[src/rtl/core/blsm_pkg.sv]
`timescale 1ns / 1ps
// ----------------------------------------------------------------------------
// blsm_pkg
// Shared types, codes and helpers of the byte addressed load/store memory.
// ----------------------------------------------------------------------------
package blsm_pkg;

   localparam int ADDR_W = 32;
   localparam int DATA_W = 32;
   // Low address bits that reach the memory; the two top bits mark unmapped.
   localparam int MAP_W  = 30;

   localparam logic OP_LOAD  = 1'b0;
   localparam logic OP_STORE = 1'b1;

   localparam logic [2:0] WC_BYTE   = 3'b000;
   localparam logic [2:0] WC_HALF   = 3'b001;
   localparam logic [2:0] WC_WORD   = 3'b010;
   localparam logic [2:0] WC_BYTE_U = 3'b100;
   localparam logic [2:0] WC_HALF_U = 3'b101;

   typedef enum logic [2:0] {
      ST_IDLE,
      ST_REDUCE,
      ST_ACCESS,
      ST_DRAIN,
      ST_RESULT
   } state_type;

   // Number of bytes an access touches; zero for codes the operation lacks.
   function automatic logic [2:0] access_bytes(input logic is_store,
                                               input logic [2:0] code);
      logic [2:0] n;
      case (code)
         WC_BYTE:   n = 3'd1;
         WC_HALF:   n = 3'd2;
         WC_WORD:   n = 3'd4;
         WC_BYTE_U: n = is_store ? 3'd0 : 3'd1;
         WC_HALF_U: n = is_store ? 3'd0 : 3'd2;
         default:   n = 3'd0;
      endcase
      return n;
   endfunction

   // Sign or zero extend the gathered bytes of a load.
   function automatic logic [DATA_W-1:0] load_extend(input logic [2:0] code,
                                                     input logic [DATA_W-1:0] word);
      logic [DATA_W-1:0] r;
      case (code)
         WC_BYTE:   r = {{24{word[7]}}, word[7:0]};
         WC_HALF:   r = {{16{word[15]}}, word[15:0]};
         WC_WORD:   r = word;
         WC_BYTE_U: r = {24'd0, word[7:0]};
         WC_HALF_U: r = {16'd0, word[15:0]};
         default:   r = '0;
      endcase
      return r;
   endfunction

endpackage

[src/rtl/core/blsm_addr_reduce.sv]
`timescale 1ns / 1ps
// ----------------------------------------------------------------------------
// blsm_addr_reduce
// Reduces a mapped byte address modulo the memory size: a mask for a power
// of two size, else a reciprocal quotient estimate, a multiply-back and one
// conditional subtract, one step per cycle.
// ----------------------------------------------------------------------------
module blsm_addr_reduce
   import blsm_pkg::*;
#(
   parameter int MEM_BYTES = 524288
) (
   input  logic                          clock,
   input  logic                          reset,
   input  logic                          start,
   input  logic [MAP_W-1:0]              value,
   output logic                          done,
   output logic [$clog2(MEM_BYTES)-1:0]  remainder
);

   localparam int IDX_W   = $clog2(MEM_BYTES);
   localparam bit IS_POW2 = (MEM_BYTES & (MEM_BYTES - 1)) == 0;
   localparam int PROD_W  = 2 * MAP_W;
   localparam logic [MAP_W:0]   MEM_SIZE = (MAP_W + 1)'(MEM_BYTES);
   localparam logic [MAP_W-1:0] MEM_MASK = MAP_W'(MEM_BYTES - 1);
   // floor(2^MAP_W / MEM_BYTES); the quotient estimate is short by at most one.
   localparam logic [MAP_W-1:0] RECIP =
      MAP_W'((longint'(1) << MAP_W) / longint'(MEM_BYTES));

   localparam logic [1:0] STEP_EST  = 2'd0;
   localparam logic [1:0] STEP_BACK = 2'd1;
   localparam logic [1:0] STEP_FOLD = 2'd2;

   logic [MAP_W-1:0]  val_ff,   val_in;
   logic [MAP_W-1:0]  quot_ff,  quot_in;
   logic [1:0]        step_ff,  step_in;
   logic              busy_ff,  busy_in;
   logic              done_ff,  done_in;
   logic [PROD_W-1:0] prod;
   logic [MAP_W:0]    back;
   logic              sub_ok;

   assign prod   = PROD_W'(val_ff) * PROD_W'(RECIP);
   assign back   = (MAP_W + 1)'(quot_ff) * MEM_SIZE;
   assign sub_ok = {1'b0, val_ff} >= MEM_SIZE;

   always_comb begin
      val_in  = val_ff;
      quot_in = quot_ff;
      step_in = step_ff;
      busy_in = busy_ff;
      done_in = done_ff;
      if (start) begin
         val_in  = IS_POW2 ? (value & MEM_MASK) : value;
         step_in = STEP_EST;
         busy_in = !IS_POW2;
         done_in = IS_POW2;
      end else if (busy_ff) begin
         case (step_ff)
            STEP_EST: begin
               quot_in = prod[PROD_W-1:MAP_W];
               step_in = STEP_BACK;
            end
            STEP_BACK: begin
               // Leaves less than twice the memory size.
               val_in  = val_ff - back[MAP_W-1:0];
               step_in = STEP_FOLD;
            end
            default: begin
               if (sub_ok) begin
                  val_in = val_ff - MEM_SIZE[MAP_W-1:0];
               end
               busy_in = 1'b0;
               done_in = 1'b1;
            end
         endcase
      end
   end

   always_ff @(posedge clock) begin
      if (reset) begin
         busy_ff <= 1'b0;
         done_ff <= 1'b0;
      end else begin
         busy_ff <= busy_in;
         done_ff <= done_in;
      end
      val_ff  <= val_in;
      quot_ff <= quot_in;
      step_ff <= step_in;
   end

   assign done      = done_ff;
   assign remainder = val_ff[IDX_W-1:0];

   a_done_in_range: assert property (@(posedge clock) disable iff (reset)
      done_ff |-> ({1'b0, val_ff} < MEM_SIZE))
      else $error("reduced address not below memory size");

   a_busy_done_excl: assert property (@(posedge clock) disable iff (reset)
      !(busy_ff && done_ff))
      else $error("reduction busy and done together");

   a_start_runs: assert property (@(posedge clock) disable iff (reset)
      (start && !reset) |=> (busy_ff || done_ff))
      else $error("reduction did not start");

endmodule

[config.mk]
export PLATFORM = sky130hd
export DESIGN_NAME = blsm_addr_reduce
export DESIGN_NICKNAME = d
export VERILOG_FILES = /design/src/rtl/core/blsm_pkg.sv /design/src/rtl/core/blsm_addr_reduce.sv
export SDC_FILE = /design/constraint.sdc
export NUM_CORES = 1
export LEC_CHECK = 0
export ABC_AREA = 1
export BUFFER_PORTS_ARGS = -buffer_cell sky130_fd_sc_hd__buf_2
export CORE_AREA = 2 2 49 55
export DETAILED_ROUTE_END_ITERATION = 12
export DIE_AREA = 0 0 51 57
export GPL_TIMING_DRIVEN = 0
export PLACE_DENSITY_LB_ADDON = 0.15
export SLEW_MARGIN = 20
export SYNTH_ARGS = -nofsm -noshare
export SYNTH_HDL_FRONTEND = slang
export SYNTH_SLANG_ARGS = --single-unit
[constraint.sdc]
create_clock -name clock -period 1.4 [get_ports clock]
set_input_delay 0.28 -clock clock [delete_from_list [all_inputs] [get_ports clock]]
set_output_delay 0.28 -clock clock [all_outputs]
set_load 0.02 [all_outputs]
==> After elaboration in Yosys (flattened, before gate mapping) <==
Index checks and enable logic that the tools add are counted.
{ "totals": {"register_bits": 45, "input_bits": 33, "wordCells": 36} }
{ "op_classes": {"eq_ne": 3, "bitwise_logic": 3, "reduce_logical": 12, "order_cmp": 1, "muxes": 9, "n_addsub": 2} }
{ "op_table": {"columns": ["operator", "count"], "rows": [
  ["$pmux W30 S2", 1],
  ["$mux W19", 2],
  ["$ge A30 B20 Y1 const B", 1],
  ["$mux W30", 1],
  ["$sub A30 B20 Y30 const B", 1],
  ["$sub A30 B30 Y30", 1],
  ["$reduce_and A3 Y1", 3],
  ["$reduce_bool A2 Y1", 3],
  ["$mux W1", 4],
  ["$pmux W2 S2", 1],
  ["$reduce_and A2 Y1", 2],
  ["$not A1 Y1", 3],
  ["$reduce_bool A3 Y1", 1],
  ["$reduce_or A3 Y1", 1],
  ["$eq A2 B1 Y1 const B", 1],
  ["$logic_not A2 Y1", 1],
  ["$ne A2 B1 Y1 const B", 1],
  ["$ne A2 B2 Y1 const B", 1],
  ["$reduce_or A2 Y1", 1]
]} }

==> Longest topological paths before layout <==
{ "logic_depth": {"depth_word": 5, "mapped_depth": 7, "mapped_depth_nobuf": 6} }

==> Worst setup path before layout <==
No wires, ideal clock.
{ "synth_timing": {"path_type": "input to register", "start": "input start", "end": "register val_ff[0] (enable)", "n_path_buf": 1, "cell_stages": 1, "t_required_ns": 1.018, "slack_ns": 0.187, "setup_time_ns": 0.382, "t_arrival_ns": 0.831, "path_cell_list": "clkbuf_1"} }
{ "synth_between": {"elab_chain_cells": 2, "word_cells_on_any_way": 4, "cone_classes": "1 x eq/ne; 3 x reduce/logical"} }
{ "synth_rtl": {"columns": ["element", "line_no", "rtl"], "rows": [
  ["start: declaration", "blsm_addr_reduce.sv:15", "input logic start,"],
  ["$ne A2 B2 Y1 (no source line), or another cell as far along", null, null],
  ["$reduce_and A3 Y1 (no source line) *", null, null],
  ["end signal: assignment", "blsm_addr_reduce.sv:88", "val_ff <= val_in;"],
  ["end: declaration", "blsm_addr_reduce.sv:34", "logic [MAP_W-1:0] val_ff, val_in;"]
]} }
Every way passes the cells marked *; elsewhere a longest branch is shown, timed or not.
A chain may end at the register's enable or synchronous reset.

==> Final worst setup path <==
{ "layout_timing": {"start": "register val_ff[17]", "end": "output remainder[17]"} }
{ "layout_rtl": {"columns": ["element", "line_no", "rtl"], "rows": [
  ["end: declaration", "blsm_addr_reduce.sv:18", "output logic [$clog2(MEM_BYTES)-1:0] remainder"]
]} }
No word-level cell between the ends.

==> metrics.txt <==
status completed; final WL 1210 microns; delay of the slowest cell on the worst path roughly 0.38 ns; row cnt 19; Max Cap Violations 0; Final Hold Viols 0; ratio of cells with drive above 1 in the final layout 0.613; Post-DRT Antenna Nets 0; LEAKAGE around 0.00052 uW; largest net degree at the start of global routing 20; Slew Viols, Final 0; DRC 0; P&R area growth vs syn 31.1%; Relative slew margins 0.318; vias post-DR 526; Avg Vias per Cell 3.84; CP max FO 1; # diodes 0; WP data arrival approximately 0.96 ns; Worst-Skew Late Latency ~0.29 ns; placed cells between 100 and 150; Tcrit/Tclk final 0.882; first-pass GRT wire length roughly 1800 microns; # resized after CTS 0; Yosys Warn Count 0; synthesized cell area about 870 sq um; sequential area share after synthesis 0.748; overall global routing resource usage 0.0879; post-synth top area share 0.656; CTS Hold Bufs 0; nets between 100 and 150; PD cells approximately 1100 mW/mm^2; post-synthesis cell type count 12; core area 0.00240 sq mm; CP cell instances buf_4 > buf_2; total CTS buffers 3; class of the worst hold path in2reg; Starting Density 0.362; Die Area ~0.0029 sq mm; Top Ports 53; VDD IR max between 0.7 and 0.8 mV; RSZ-0062 raised after global routing no; Max Clk Rate around 0.81 GHz; clk_skew around 0.0019 ns; Buf/Inv on CP 2; post-synth top area cell edfxtp_1; Avg WL per Cell 8.83 microns; initial DRC count 0; Setup Crit Path Kind reg2out; Gate Count Post-Synth 61; die height roughly 57 microns; CP startpoint kind register; largest cells by area after synthesis edfxtp_1 66%, buf_4 16%, dfxtp_1 9.2%; Root Buffer Master clkbuf_4; Final Critical Period 1.24 ns; HPWL after DPL between 900 and 1000 microns; chip width between 50 and 60 microns; Post-CTS Setup Inserts 0; vias in the first global route approximately 460; clk sinks 23; GRT overflow 0; Slew @ Worst Pin 1.02 ns; IO Port Bufs about 40; antenna violations before repair 0; worst endpoint required time about 1.1 ns; flops & latches, synth 23; CTS tree built; synthesized area per cell about 14 sq um; Worst path slowest cell edfxtp_1; First-pass DRT Iterations 1; Worst-path clk slew between 0.1 and 0.15 ns; critical path's top delay family flip-flops; CP endpoint kind primary output; gpl congestion around 0.57; Final Core Density 0.475; Max Buffers Root-to-Sink 2; final setup fails 0; non-filler cells, final 137; # H-tree levels 1; reg2reg setup slack approximately 0.48 ns; Syn Nets 94
-- per-stage QoR --
stage / hold WS, ns / setup TNS, ns / worst slack [ns] / total power, uW / instance area (sq um)
6_report: 0.147 / 0 / 0.165 / 1280 / 1140
3_3_place_gp: 0.454 / -2.77 / -0.146 / 1020 / 1110
3_5_place_dp: 0.458 / -2.68 / -0.142 / 1020 / 1110
4_1_cts: 0.128 / 0 / 0.132 / 1310 / 1140
2_1_floorplan: 0.349 / 0 / 0.187 / 948 / 870
5_1_grt: 0.123 / 0 / 0.0994 / 1350 / 1140
-- layout by cell type (no fill, tap or decap) --
master	count
a21oi_1	1
buf_2	42
buf_4	19
clkbuf_1	3
clkbuf_4	3
dfxtp_1	4
edfxtp_1	19
inv_1	4
inv_2	1
nand2_1	1
nor2_1	7
nor3_1	1
o21ai_0	1
-- registers in the layout, summed over array words and instances, names as in the netlist --
register  count
busy_ff       1
done          1
step_ff       2
val_ff       19
-- synth_stat cells --
master,count
inv_1,4
edfxtp_1,19
inv_2,1
nor2_1,7
buf_4,19
nand2_1,1
clkbuf_1,2
dfxtp_1,4
buf_2,1
o21ai_0,1
a21oi_1,1
nor3_1,1
-- cell type report --
cell class / instances / area (sq um)
Fill cell: 241 / 1260
Sequential cell: 23 / 651
Timing Repair Buffer: 41 / 205
Buffer: 22 / 155
Multi-Input combinational cell: 11 / 45.0
Tap cell: 31 / 38.8
Clock buffer: 4 / 26.3
Inverter: 5 / 18.8
-- where the power goes --
group | leakage, uW | internal (uW) | switching (uW)
registers | 0.000218 | 791 | 11.4
clock network | 0.0000150 | 111 | 171
logic | 0.000285 | 100 | 100
-- metal layers --
layer,share of wire,global-route usage,up-vias
met1,0.38,0.0889,234
li1,-,-,269
met4,0.011,0.0579,0
met5,0,0,-
met2,0.53,0.152,21
met3,0.078,0.0288,2
-- worst reg2reg max path, stage by stage, from the launching register on --
cell	delay, ns
dfxtp_1	0.35
inv_1	0.04
nor2_1	0.10
inv_2	0.03
buf_2	0.10
nor2_1	0.11
nor2_1	0.05
nor2_1	0.07
-- kinds of logic after synthesis --
family	share of synthesized area
AND/OR/NAND/NOR	0.0403
AO/OA/AOI/OAI	0.0115
flip-flops	0.748
buffers and inverters	0.200
-- path summary, 6_finish.rpt --
check                           startpoint  cells after the start             to
worst min-delay path                 reset                      2        busy_ff
worst min register to register     busy_ff                      2           done
worst max register to register  step_ff[0]                      7     step_ff[1]
worst max-delay path            val_ff[17]                      2  remainder[17]
No activity file was read; power rests on OpenSTA's default activity.
